--- config.mk ---
export PLATFORM = sky130hd
export DESIGN_NAME = line_terminated_receive_buffer
export DESIGN_NICKNAME = d
export VERILOG_FILES = /design/src/rtl/ltrb_pkg.sv /design/src/rtl/ltrb_cell.sv /design/src/rtl/line_terminated_receive_buffer.sv
export VERILOG_INCLUDE_DIRS = /design/src /design/src/rtl
export SDC_FILE = /design/constraint.sdc
export NUM_CORES = 1
export LEC_CHECK = 0
export ABC_AREA = 1
export CAP_MARGIN = 0
export CORE_ASPECT_RATIO = 1.25
export CORE_UTILIZATION = 34
export DETAILED_ROUTE_END_ITERATION = 12
export DONT_BUFFER_PORTS = 1
export PLACE_DENSITY = 0.5
export SLEW_MARGIN = 30
export SYNTH_ARGS = -nofsm -noshare
export SYNTH_HDL_FRONTEND = slang
export SYNTH_HIERARCHICAL = 1
export SYNTH_SLANG_ARGS = --single-unit
--- constraint.sdc ---
create_clock -name clk -period 12.6 [get_ports clk]
set_clock_uncertainty 0.2 [all_clocks]
set_input_delay 0.63 -clock clk [delete_from_list [all_inputs] [get_ports clk]]
set_output_delay 0.63 -clock clk [all_outputs]
set_load 0.02 [all_outputs]
--- src/rtl/assert_macros.svh ---
// assertion macros used by the rtl top level
`ifndef ASSERT_MACROS_SVH
`define ASSERT_MACROS_SVH
`ifndef NO_ASSERTIONS
// same-cycle implication, off during reset
`define ASSERT_IMPL(label, clk, rst_n, a, b) \
  label: assert property (@(posedge clk) disable iff (!rst_n) (a) |-> (b)) \
    else $error("assertion label failed");
// next-cycle implication, off during reset
`define ASSERT_NEXT(label, clk, rst_n, a, b) \
  label: assert property (@(posedge clk) disable iff (!rst_n) (a) |=> (b)) \
    else $error("assertion label failed");
`else
`define ASSERT_IMPL(label, clk, rst_n, a, b)
`define ASSERT_NEXT(label, clk, rst_n, a, b)
`endif
`endif

--- src/rtl/ltrb_pkg.sv ---
// package of the line terminated receive buffer: constants and cell control type
package ltrb_pkg;

  localparam int LINE_DEPTH_DEF = 64;

  localparam logic [7:0] CHAR_CR = 8'h0D;
  localparam logic [7:0] CHAR_LF = 8'h0A;

  localparam logic [1:0] MODE_CR   = 2'd0;
  localparam logic [1:0] MODE_LF   = 2'd1;
  localparam logic [1:0] MODE_CRLF = 2'd2;

  typedef struct packed {
    logic load;   // write the incoming byte into this cell
    logic shift;  // take the byte of the next cell up
  } cell_ctrl_t;

endpackage

--- src/rtl/ltrb_cell.sv ---
// one byte cell of the line store chain
module ltrb_cell
  import ltrb_pkg::*;
(
  input  logic       clk,
  input  cell_ctrl_t ctrl,
  input  logic [7:0] load_data,
  input  logic [7:0] next_data,
  output logic [7:0] q
);

  logic [7:0] data_r;
  logic [7:0] data_nxt;

  always_comb begin
    priority if (ctrl.shift) begin
      data_nxt = next_data;
    end else if (ctrl.load) begin
      data_nxt = load_data;
    end else begin
      data_nxt = data_r;
    end
  end

  always_ff @(posedge clk) begin
    data_r <= data_nxt;
  end

  assign q = data_r;

endmodule

--- src/rtl/line_terminated_receive_buffer.sv ---
// top level of the line terminated receive buffer
// usage:
//   input channel (in_valid/in_ready/in_rx_byte) takes one received byte per item.
//   bytes are stored in a row of LINE_DEPTH-1 byte cells until the terminator
//   set by the cfg port (cfg_we/cfg_wdata: 0 cr, 1 lf, 2 cr then lf) arrives.
//   result channel (out_valid/out_ready/out_*) gives the line bytes in order,
//   out_last on the final one; an empty line or an error gives a single item.
// output and drain:
//   a byte that causes one result shows it on the output in the cycle after accept.
//   a line drains one byte per cycle while the output slot is free, starting the
//   cycle after the terminator; the cell chain shifts toward cell 0 once per byte.
//   in_ready is low during the drain, so no new byte is taken until the line is out;
//   a plain data byte does not drop in_ready.
// reset:
//   synchronous active low; line empty, no cr pending, mode cr. cell contents
//   are not cleared, only bytes written in the current line are ever read.
// stall:
//   an output register holds the waiting item; while out_ready is low the drain
//   pauses with the cells held, and in_ready stays low until the slot frees.
module line_terminated_receive_buffer
  import ltrb_pkg::*;
#(
  parameter int LINE_DEPTH = LINE_DEPTH_DEF
) (
  input  logic       clk,
  input  logic       rst_n,
  input  logic       cfg_we,
  input  logic [1:0] cfg_wdata,
  input  logic       in_valid,
  output logic       in_ready,
  input  logic [7:0] in_rx_byte,
  output logic       out_valid,
  input  logic       out_ready,
  output logic [7:0] out_line_byte,
  output logic       out_byte_valid,
  output logic       out_last,
  output logic       out_error
);

`include "assert_macros.svh"

  localparam int NCELL  = LINE_DEPTH - 1;
  localparam int FILL_W = $clog2(LINE_DEPTH);
  localparam logic [FILL_W-1:0] FILL_MAX = FILL_W'(LINE_DEPTH - 1);

  localparam logic ST_IDLE  = 1'b0;
  localparam logic ST_DRAIN = 1'b1;

  // control state
  logic              state_r,  state_nxt;
  logic [FILL_W-1:0] fill_r,   fill_nxt;   // bytes in line, counts down in drain
  logic              await_r,  await_nxt;  // cr seen in crlf mode
  logic [1:0]        mode_r,   mode_nxt;
  logic              oval_r,   oval_nxt;

  // output payload
  logic [7:0] obyte_r, obyte_nxt;
  logic       obv_r,   obv_nxt;
  logic       olast_r, olast_nxt;
  logic       oerr_r,  oerr_nxt;

  logic       slot_free;
  logic       accept;
  logic       do_store;   // byte goes into the line
  logic       do_end;     // terminator completes the line
  logic       do_err;     // bad terminator
  logic       drain_step;
  logic       cell_load;

  logic [7:0] cell_q [NCELL];

  assign slot_free  = !oval_r || out_ready;
  assign in_ready   = (state_r == ST_IDLE) && slot_free;
  assign accept     = in_valid && in_ready;
  assign drain_step = (state_r == ST_DRAIN) && slot_free;

  // terminator decode for the current mode
  always_comb begin
    do_store  = 1'b0;
    do_end    = 1'b0;
    do_err    = 1'b0;
    await_nxt = await_r;
    unique case (mode_r)
      MODE_CR: begin
        await_nxt = 1'b0;
        if (in_rx_byte == CHAR_CR) do_end = 1'b1;
        else do_store = 1'b1;
      end
      MODE_LF: begin
        await_nxt = 1'b0;
        if (in_rx_byte == CHAR_LF) do_end = 1'b1;
        else if (in_rx_byte == CHAR_CR) do_err = 1'b1;
        else do_store = 1'b1;
      end
      MODE_CRLF: begin
        if (await_r) begin
          await_nxt = 1'b0;
          if (in_rx_byte == CHAR_LF) do_end = 1'b1;
          else do_err = 1'b1;
        end else if (in_rx_byte == CHAR_CR) begin
          await_nxt = 1'b1;
        end else begin
          do_store = 1'b1;
        end
      end
      default: begin
        // unused mode: byte dropped, state kept
      end
    endcase
    if (!accept) await_nxt = await_r;
  end

  // sequencing of the line and the output register
  always_comb begin
    state_nxt = state_r;
    fill_nxt  = fill_r;
    oval_nxt  = oval_r && !out_ready;
    obyte_nxt = obyte_r;
    obv_nxt   = obv_r;
    olast_nxt = olast_r;
    oerr_nxt  = oerr_r;
    cell_load = 1'b0;
    mode_nxt  = cfg_we ? cfg_wdata : mode_r;

    if (drain_step) begin
      oval_nxt  = 1'b1;
      obyte_nxt = cell_q[0];
      obv_nxt   = 1'b1;
      olast_nxt = (fill_r == FILL_W'(1));
      oerr_nxt  = 1'b0;
      fill_nxt  = fill_r - FILL_W'(1);
      if (fill_r == FILL_W'(1)) state_nxt = ST_IDLE;
    end else if (accept) begin
      priority if (do_err || (do_store && fill_r == FILL_MAX)) begin
        // bad terminator or full line: one error item, line starts over
        oval_nxt  = 1'b1;
        obyte_nxt = 8'h00;
        obv_nxt   = 1'b0;
        olast_nxt = 1'b1;
        oerr_nxt  = 1'b1;
        fill_nxt  = '0;
      end else if (do_store) begin
        cell_load = 1'b1;
        fill_nxt  = fill_r + FILL_W'(1);
      end else if (do_end && fill_r == '0) begin
        // empty line
        oval_nxt  = 1'b1;
        obyte_nxt = 8'h00;
        obv_nxt   = 1'b0;
        olast_nxt = 1'b1;
        oerr_nxt  = 1'b0;
      end else if (do_end) begin
        state_nxt = ST_DRAIN;
      end else begin
        // cr held in crlf mode, or unused mode
      end
    end
  end

  // the cell chain: load at the fill position, shift toward cell 0 on drain
  for (genvar i = 0; i < NCELL; i++) begin : g_cell
    cell_ctrl_t ctrl;
    logic [7:0] next_data;
    assign ctrl.load  = cell_load && (fill_r == FILL_W'(i));
    assign ctrl.shift = drain_step;
    if (i == NCELL - 1) begin : g_end
      assign next_data = 8'h00;
    end else begin : g_mid
      assign next_data = cell_q[i+1];
    end
    ltrb_cell u_cell (
      .clk       (clk),
      .ctrl      (ctrl),
      .load_data (in_rx_byte),
      .next_data (next_data),
      .q         (cell_q[i])
    );
  end

  always_ff @(posedge clk) begin
    if (!rst_n) begin
      state_r <= ST_IDLE;
      fill_r  <= '0;
      await_r <= 1'b0;
      mode_r  <= MODE_CR;
      oval_r  <= 1'b0;
    end else begin
      state_r <= state_nxt;
      fill_r  <= (accept && (do_err || do_end)) ? fill_nxt : fill_nxt;
      await_r <= (accept && (do_err || (do_store && fill_r == FILL_MAX))) ? 1'b0 : await_nxt;
      mode_r  <= mode_nxt;
      oval_r  <= oval_nxt;
    end
  end

  always_ff @(posedge clk) begin
    obyte_r <= obyte_nxt;
    obv_r   <= obv_nxt;
    olast_r <= olast_nxt;
    oerr_r  <= oerr_nxt;
  end

  assign out_valid      = oval_r;
  assign out_line_byte  = obyte_r;
  assign out_byte_valid = obv_r;
  assign out_last       = olast_r;
  assign out_error      = oerr_r;

  // checks
  `ASSERT_IMPL(a_drain_has_bytes, clk, rst_n, state_r == ST_DRAIN, fill_r != '0)
  `ASSERT_IMPL(a_fill_bound, clk, rst_n, 1'b1, fill_r <= FILL_MAX)
  `ASSERT_IMPL(a_err_shape, clk, rst_n, oval_r && oerr_r, !obv_r && olast_r)
  `ASSERT_NEXT(a_drain_done, clk, rst_n, drain_step && fill_r == FILL_W'(1),
               state_r == ST_IDLE && oval_r && olast_r)

endmodule

==> impl_metrics.json, run 1 <==
{
  "gr-usage-met2_pct": 27.2,
  "preCtsSetupSlack_ns": 8.37,
  "async_flop_share_pct": 0,
  "vias": 16157,
  "htree_levels": 2,
  "endpoint_kind": "flop",
  "nets": 2539,
  "port_buffers": 0,
  "synth_flop_cell": "edfxtp_1",
  "p_int_w": 0.00291,
  "area_delta_synth_final_pct": 10.2,
  "setup_slack_ns": 8.74,
  "met1_usage_pct": 20.7,
  "drcViolationCount": 0,
  "path_buf_inv": 4,
  "worst_slew_margin_rel_pct": 39.1,
  "tns_ns": 0,
  "fill_cells": 6812,
  "die_area_mm2": 0.0717,
  "die_h_um": 299,
  "gp_congestion": 0.754,
  "switchingPower_w": 0.000771,
  "ir_drop_uv": 102,
  "netlist_top_cells_count": "nand2_1, edfxtp_1, nor2_1",
  "grt_max_degree": 239,
  "grt_busiest_layer": "met2",
  "power_density_mw_per_mm2": 139,
  "critPathKind": "reg -> reg",
  "tightest_slew_ns": 0.913,
  "max_freq_ghz": 0.259,
  "initial_core_util_pct": 34.5,
  "grt_overflow": 0,
  "syn_area_mm2": 0.0240,
  "hold_class": "in -> reg",
  "fp-row-count": 108,
  "clk_latency_ns": 0.61,
  "swShare_pct": 20.9,
  "syn_area_per_cell_um2": 9.59,
  "power.leakage_nw": 10.9,
  "p_clk_share_pct": 43.4,
  "cts_max_path_buffers": 3,
  "regArea_mm2": 0.0157,
  "hold_viol": 0,
  "gr-usage-all-layers_pct": 16.0,
  "grtUsageMet3_pct": 2.66,
  "cts.sinks": 526,
  "cts_hold_buf": 13,
  "slowest_delay_ns": 0.79,
  "seq_area_frac_synth_pct": 65.2,
  "die_x_um": 240,
  "drv_slew": 0,
  "synth_cells": 2505,
  "seq_power_share_pct": 52.7,
  "core_area_mm2": 0.0696,
  "cts.repair.resized": 0,
  "cp.required_ns": 12.66,
  "drive_gt1_share_pct": 6.80,
  "drt_iter0_drc": 1172,
  "crit_family": "buffers and inverters",
  "multi_input_comb_area_mm2": 0.00723,
  "cts_inserted_buffers": 54,
  "rsz0062_at_grt": "false",
  "postCtsSetupBuffers": 0,
  "comb_power_share_pct": 3.9,
  "ant_nets": 0,
  "io_pins": 28,
  "fin_crit_sh_pct": 30.6,
  "cts-root-buf": "clkbuf_16",
  "grt_pass1_vias": 16124,
  "crit_chain": "inv_1, nor2_2, nor2_4, buf_12, buf_6, buf_4, or2_1",
  "wl_um": 56400,
  "ys.warnings.count": 6,
  "vias_per_cell": 4.62,
  "synth_area_leader_cell": "edfxtp_1",
  "cap_violations": 0,
  "period_needed_ns": 3.86,
  "power.total_w": 0.00368,
  "final_util_pct": 38.0,
  "cp-start-kind": "flop",
  "ys_ff_latch": 526,
  "cts_tree": "done",
  "synth_area_leaders": "edfxtp_1, nand2_1, buf_6, or2_1, nor2_1",
  "finalSetupViolations": 0,
  "diodes": 0,
  "cp_max_fo": 211,
  "synth-edff-count": 513,
  "clk_pin_slew_ns": 0.06,
  "synth_cell_types": 33,
  "post-dp-hpwl_um": 31300,
  "synth.top_cell.area_share_pct": 64.2,
  "cp_slowest_cell": "buf_4",
  "synth.most_common_cell": "nand2_1",
  "outcome": "finished, final reports clean",
  "wire_per_inst_um": 16.1,
  "arrival_ns": 3.91,
  "first_pass_iters": 5,
  "antenna_found_initial": 2,
  "grt_pass1_wl_um": 89800
}
-- metal layers --
metal / wire length (µm) / up-vias
met3: 2680 / 101
met5: 15 / -
li1: - / 8013
met2: 27400 / 338
met4: 1540 / 2
met1: 24700 / 7703
-- worst reg2reg max path, cell delays in order (launching register included) --
cell     delay [ns]
dfxtp_1        0.37
inv_1          0.09
nor2_2         0.05
nor2_4         0.10
buf_12         0.64
buf_6          0.76
buf_4          0.82
or2_1          0.47
-- power by group through the flow --
stage | logic (W) | clock network (W) | registers (W)
detailed placement | 0.000134 | 0 | 0.00198
CTS | 0.000146 | 0.00164 | 0.00194
global route | 0.000167 | 0.00171 | 0.00194
floorplan | 0.000108 | 0 | 0.00198
finish | 0.000144 | 0.00160 | 0.00194
global placement | 0.000132 | 0 | 0.00198
-- metrics by stage --
step           instances  instance area, µm²  hold WS [ns]
4_1_cts             3494               26400      0.000926
3_3_place_gp        3380               24500         0.293
5_1_grt             3495               26500       0.00519
3_5_place_dp        3380               24500         0.300
2_1_floorplan       2512               24000         0.286
6_report            3495               26500        0.0404
-- worst paths after layout --
check,from,endpoint,slack (ns),depth (start not counted)
setup / recovery,out_valid,g_cell[43].u_cell/q[3],8.74,7
hold reg to reg,g_cell[33].u_cell/q[4],g_cell[32].u_cell/q[4],0.31,2
setup reg to reg,out_valid,g_cell[43].u_cell/q[3],8.74,7
hold / removal,in_rx_byte[4],g_cell[17].u_cell/q[4],0.04,2
-- state kept, by name, summed over array words and instances (netlist names) --
signal	count
out_byte_valid	1
state_r	1
mode_r	2
out_last	1
g_cell.u_cell/q	504
out_valid	1
await_r	1
out_line_byte	8
fill_r	6
out_error	1
-- cells in the final DEF (no fill, tap or decap), types with 8 or more instances in the layout --
cell type,synthesis,final
a21oi_1,8,8
clkbuf_1,7,18
clkbuf_16,0,55
clkbuf_8,0,8
clkinv_1,2,10
conb_1,1,8
dfxtp_1,13,13
dlygate4sd3_1,0,12
edfxtp_1,513,513
ha_1,9,9
inv_1,36,36
inv_2,68,68
nand2_1,1552,1552
nand2_2,13,13
nand3_1,20,20
nor2_1,97,97
o21ai_0,13,13
or2_1,63,63
-- cells by family after synthesis --
group / after synthesis / synth area share (%)
other: 1 / 0.0156
adder cells (fa/ha/maj): 9 / 0.469
XOR/XNOR: 4 / 0.146
AO/OA/AOI/OAI: 25 / 0.568
flip-flops: 526 / 65.2
AND/OR/NAND/NOR: 1762 / 28.8
buffers and inverters: 178 / 4.77
-- area by class of cell --
cell class | count | area share [%]
inverters | 107 | 1.53
flip-flops and latches | 526 | 59.2
clock inverters | 20 | 0.823
repair buffers | 18 | 0.799
clock buffers | 81 | 5.87
well taps | 935 | 4.42
multi-input cells | 1808 | 27.3
(Power assumes the default switching activity.)
==> run 2: changes to the inputs <==
--- a/config.mk
+++ b/config.mk
@@ -12,7 +12,7 @@
 export CORE_UTILIZATION = 34
 export DETAILED_ROUTE_END_ITERATION = 12
 export DONT_BUFFER_PORTS = 1
-export PLACE_DENSITY = 0.5
+export PLACE_DENSITY = 0.52
 export SLEW_MARGIN = 30
 export SYNTH_ARGS = -nofsm -noshare
 export SYNTH_HDL_FRONTEND = slang
==> constraint.sdc (replaced) <==
create_clock -name clk -period 3.2 [get_ports clk]
set_clock_uncertainty 0.2 [all_clocks]
set_input_delay 0.16 -clock clk [delete_from_list [all_inputs] [get_ports clk]]
set_output_delay 0.16 -clock clk [all_outputs]
set_load 0.02 [all_outputs]
==> run 2 against run 1 <==
Design area increased by 1.9%; largest power group unchanged; global-route usage is 1.2 points higher; clock power grew to 4.0 times the previous value; combinational power rose to 5.5 times the previous value; clock-buffer cell count decreased by 13.
==> impl_metrics.json, run 2 (synthesis gave the netlist of run 1 again) <==
{
  "outcome": "finished, final reports clean",
  "tns_ns": 0,
  "seq_power_share_pct": 51.5,
  "hold_class": "in -> reg",
  "fin_cells": 3534,
  "die_h_um": 299,
  "final_common_cell": "nand2_1",
  "cp.required_ns": 3.26,
  "cts_tree": "done",
  "initial_core_util_pct": 34.5,
  "gp_congestion": 0.816,
  "nets": 2574,
  "rsz0062_at_grt": "false",
  "grt_max_degree": 122,
  "drcViolationCount": 0,
  "preCtsSetupSlack_ns": 0.122,
  "area_delta_synth_final_pct": 12.3,
  "cp-start-kind": "flop",
  "fin_crit_sh_pct": 92.8,
  "largest_reg_flops": 504,
  "port_buffers": 0,
  "cts_max_path_buffers": 3,
  "power_density_mw_per_mm2": 550,
  "layout_common_cells": "nand2_1, edfxtp_1, nor2_1",
  "clk_pin_slew_ns": 0.06,
  "vias_per_cell": 4.67,
  "swShare_pct": 22.0,
  "cp_slowest_cell": "dfxtp_1",
  "grt_pass1_wl_um": 94000,
  "tightest_slew_ns": 0.563,
  "setup_slack_ns": 0.229,
  "worst_slew_margin_rel_pct": 62.5,
  "htree_levels": 2,
  "regArea_mm2": 0.0157,
  "power.total_w": 0.0148,
  "cp_max_fo": 8,
  "cts_inserted_buffers": 54,
  "slowest_delay_ns": 0.36,
  "path_buf_inv": 3,
  "period_needed_ns": 2.97,
  "antenna_found_initial": 4,
  "finalSetupViolations": 0,
  "crit_family": "simple AND/OR/NAND/NOR gates",
  "cts.sinks": 526,
  "cts-root-buf": "clkbuf_16",
  "drive_gt1_share_pct": 7.79,
  "clk_latency_ns": 0.62,
  "grt_overflow": 0,
  "drt_iter0_drc": 1248,
  "grt_pass1_vias": 16395,
  "io_pins": 28,
  "p_int_w": 0.0116,
  "hold_viol": 0,
  "drv_slew": 0,
  "wl_um": 60900,
  "comb_power_share_pct": 5.3,
  "core_area_mm2": 0.0696,
  "p_clk_share_pct": 43.2,
  "first_pass_iters": 6,
  "critPathKind": "reg -> reg",
  "wire_per_inst_um": 17.2,
  "gr-usage-all-layers_pct": 17.2,
  "multi_input_comb_area_mm2": 0.00724,
  "die_area_mm2": 0.0717,
  "crit_chain": "inv_1, ha_1, a21oi_1, nand2_2, nand3_2, nand2_4, nor2_4, inv_4, nor2_8, nand2_2, buf_4, nor2_1, or2_1",
  "power.leakage_nw": 11.2,
  "endpoint_kind": "flop",
  "ant_nets": 0,
  "vias": 16507,
  "max_freq_ghz": 0.337,
  "die_x_um": 240,
  "crit_top_cell": "nand2_2",
  "fp-row-count": 108,
  "switchingPower_w": 0.00327,
  "arrival_ns": 3.03,
  "post-dp-hpwl_um": 34400,
  "postCtsSetupBuffers": 0,
  "fill_cells": 6865,
  "dpl.cell_count": 3397,
  "cap_violations": 0,
  "ir_drop_uv": 484
}
-- run 2: layout make-up --
type,count,area share [%]
Antenna cell,5,0.0464
Sequential cell,526,58.1
Clock buffer,68,5.28
Multi-Input combinational cell,1808,26.8
Tap cell,935,4.34
Inverter,107,1.50
Timing Repair Buffer,53,2.59
Clock inverter,32,1.31
-- run 2: layer usage --
layer  vias to the layer above  part of all wire (%)  GRT usage [%]
li1                       8096                     -              -
met1                      7894                    41           20.9
met2                       388                    50           30.5
met3                       129                   4.9           2.81
met4                         0                   3.6           6.61
met5                         -                     0              0
-- run 2: power by group through the flow --
stage	Sequential [W]	Combinational [W]	Clock (W)
2_1_floorplan	0.00778	0.000425	0
3_3_place_gp	0.00779	0.000559	0
3_5_place_dp	0.00779	0.000568	0
4_1_cts	0.00764	0.000798	0.00656
5_1_grt	0.00764	0.000883	0.00680
6_report	0.00764	0.000790	0.00640
-- run 2: tightest hold or removal path, stage by stage --
cell and delay (ns):
buf_16 0.12, buf_16 0.24, nand2_1 0.12, nand2_1 0.04
-- run 2: worst paths after layout --
check                               from                      to  slack (ns)  depth (start not counted)
setup / recovery               mode_r[0]   g_cell[0].u_cell/q[7]        0.23                         13
hold / removal             in_rx_byte[5]  g_cell[53].u_cell/q[5]        0.04                          4
setup reg to reg               mode_r[0]   g_cell[0].u_cell/q[7]        0.23                         13
hold reg to reg   g_cell[55].u_cell/q[6]  g_cell[54].u_cell/q[6]        0.31                          2
-- run 2: timing repair --
action	in CTS	in global routing
hold buffers	32	0
setup endpoints to repair	0	8
hold endpoints to repair	518	0
resized for setup	0	1
-- run 2: per-stage QoR --
step / hold slack [ns] / instance area, µm² / utilization [%]
after floorplan: 0.113 / 24000 / -
after global placement: 0.0596 / 24700 / 35.5
after detailed placement: 0.0673 / 24700 / 35.5
after CTS: 0.00446 / 27000 / 38.7
after global routing: 0.0297 / 27000 / 38.7
final: 0.0363 / 27000 / 38.8
==> run 3: changes to the inputs <==
--- a/config.mk
+++ b/config.mk
@@ -12,7 +12,7 @@
 export CORE_UTILIZATION = 34
 export DETAILED_ROUTE_END_ITERATION = 12
 export DONT_BUFFER_PORTS = 1
-export PLACE_DENSITY = 0.52
+export PLACE_DENSITY = 0.5
 export SLEW_MARGIN = 30
 export SYNTH_ARGS = -nofsm -noshare
 export SYNTH_HDL_FRONTEND = slang
==> constraint.sdc (replaced) <==
create_clock -name clk -period 3.67 [get_ports clk]
set_clock_uncertainty 0.2 [all_clocks]
set_input_delay 0.1835 -clock clk [delete_from_list [all_inputs] [get_ports clk]]
set_output_delay 0.1835 -clock clk [all_outputs]
set_load 0.02 [all_outputs]
==> run 3 against run 2 <==
First-iteration DRC count up 11%; die area unchanged; cell count down 0.25%; power down 11%; critical path depth down 1; core utilization up 0.054 points; sequential cell count unchanged; largest cell class unchanged; highest routed layer unchanged.
==> impl_metrics.json, run 3 (synthesis gave the netlist of run 1 again) <==
{
  "postCtsSetupBuffers": 0,
  "cts_tree": "done",
  "initial_core_util_pct": 34.5,
  "grt_overflow": 0,
  "r2r-end": "g_cell[19].u_cell/q[1]",
  "crit_chain": "dlygate4sd3_1, clkbuf_16, nand4_1, dlygate4sd3_1, nor2_1, nor2_1, nand3_2, nand2_4, nor2_4, nand3_1, nor2_1, or2_1",
  "nets": 2570,
  "period_needed_ns": 3.50,
  "wl_um": 58400,
  "cp_max_fo": 65,
  "fin_area_mm2": 0.0270,
  "ant_nets": 0,
  "cap_violations": 0,
  "tns_ns": 0,
  "r2r_start": "mode_r[0]",
  "cp.required_ns": 3.74,
  "antenna_found_initial": 3,
  "wire_per_inst_um": 16.6,
  "final_common_cell": "nand2_1",
  "fin_cells": 3525,
  "port_buffers": 0,
  "largest_reg_flops": 504,
  "grt_pass1_wl_um": 92100,
  "dpl.cell_count": 3392,
  "cp_slowest_cell": "dlygate4sd3_1",
  "slowest_delay_ns": 0.59,
  "htree_levels": 2,
  "max_freq_ghz": 0.285,
  "core_area_mm2": 0.0696,
  "crit_family": "simple AND/OR/NAND/NOR gates",
  "cp-start-kind": "input pin",
  "power.total_w": 0.0131,
  "hp-start": "in_rx_byte[1]",
  "final_util_pct": 38.8,
  "power.leakage_nw": 11.2,
  "drive_gt1_share_pct": 7.61,
  "crit_top_cell": "nor2_1",
  "drt_iter0_drc": 1386,
  "whs_endpoint": "out_byte_valid",
  "post-dp-hpwl_um": 33400,
  "regToRegSetupSlack_ns": 0.70,
  "tightest_slew_ns": 0.806,
  "area_delta_synth_final_pct": 12.5,
  "clk_latency_ns": 0.62,
  "arrival_ns": 3.57,
  "vias_per_cell": 4.66,
  "diodes": 0,
  "outcome": "finished, final reports clean",
  "layout_common_cells": "nand2_1, edfxtp_1, nor2_1",
  "place_area_mm2": 0.0247,
  "clk_pin_slew_ns": 0.06,
  "finalSetupViolations": 0,
  "cts-root-buf": "clkbuf_16",
  "rsz0062_at_grt": "false",
  "path_buf_inv": 3,
  "hold_viol": 0,
  "reg2reg_depth": 10,
  "drv_slew": 0,
  "die_area_mm2": 0.0717,
  "grt_pass1_vias": 16452,
  "gr-usage-all-layers_pct": 16.6,
  "power_density_mw_per_mm2": 487,
  "hold_depth": 8,
  "vias": 16426,
  "grt_max_degree": 107,
  "cts.sinks": 526,
  "endpoint_kind": "flop",
  "fp-row-count": 108,
  "gp_congestion": 0.791,
  "fin_crit_sh_pct": 95.4,
  "cts_max_path_buffers": 3,
  "ir_drop_uv": 321,
  "die_h_um": 299,
  "critPathKind": "in -> reg",
  "cts_inserted_buffers": 56,
  "worst_slew_margin_rel_pct": 46.2,
  "die_x_um": 240,
  "drcViolationCount": 0,
  "first_pass_iters": 6,
  "hold_class": "in -> reg",
  "io_pins": 28
}
==> run 3: cell types whose count changed in the layout (fill, tap and decap cells not counted), sizes merged <==
| cell | before | now |
|---|---|---|
| diode | 5 | 0 |
| buf | 30 | 23 |
| bufinv | 7 | 9 |
| clkinvlp | 2 | 1 |
| clkinv | 23 | 25 |
==> run 3: per-stage QoR <==
step | setup slack (ns) | hold WS (ns)
after detailed placement | 0.670 | 0.0981
after floorplan | 0.341 | 0.136
final | 0.167 | 0.0508
after global routing | 0.00170 | 0.0976
after global placement | 0.671 | 0.0839
after CTS | 0.0649 | 0.0222
==> run 3: layer usage <==
metal  up-vias  wire length (µm)  track usage, %
met4         0              1680            5.13
met2       394             29400            29.4
met5         -                 0               0
li1       8087                 -               -
met3       120              2460            2.41
met1      7825             24900            20.8
==> run 3: worst max-delay path by stage <==
stage          cells past startpoint  slack [ns]          start                     end
2_1_floorplan                      6        0.34      out_valid                out_last
6_report                          12        0.17  in_rx_byte[2]  g_cell[19].u_cell/q[1]
3_5_place_dp                      10        0.67      mode_r[0]  g_cell[43].u_cell/q[6]
3_3_place_gp                      12        0.67      mode_r[0]  g_cell[43].u_cell/q[6]
4_1_cts                           12        0.06  in_rx_byte[2]  g_cell[43].u_cell/q[3]
5_1_grt                           14       0.002  in_rx_byte[2]   g_cell[5].u_cell/q[2]
==> run 3: cell type report <==
cell class              count  area (µm²)
fillers                  6770       42600
flip-flops and latches    526       15700
inverters                 107         404
clock buffers              67        1460
repair buffers             47         643
well taps                 935        1170
clock inverters            35         423
multi-input cells        1808        7240
==> run 3: worst register-to-register path, cell delays in order (launching register included) <==
cell and delay [ns]:
dfxtp_1 0.36, inv_1 0.09, ha_1 0.23, a21oi_1 0.23, nand2_2 0.09, nand3_2 0.09, nand2_4 0.07, nor2_4 0.19
nand3_1 0.46, nor2_1 0.23, or2_1 0.36
==> run 3: power breakdown <==
| part | switching, W | total (W) | internal [W] |
|---|---|---|---|
| Combinational | 0.000459 | 0.000653 | 0.000194 |
| Clock | 0.00235 | 0.00583 | 0.00348 |
| Sequential | 0.0000229 | 0.00666 | 0.00664 |
| Total | 0.00283 | 0.0131 | 0.0103 |
==> run 3: repair_timing <==
item / CTS / global route
resized for setup: 0 / 3
hold buffers: 31 / 0
hold endpoints to repair: 517 / 0
setup endpoints to repair: 0 / 37
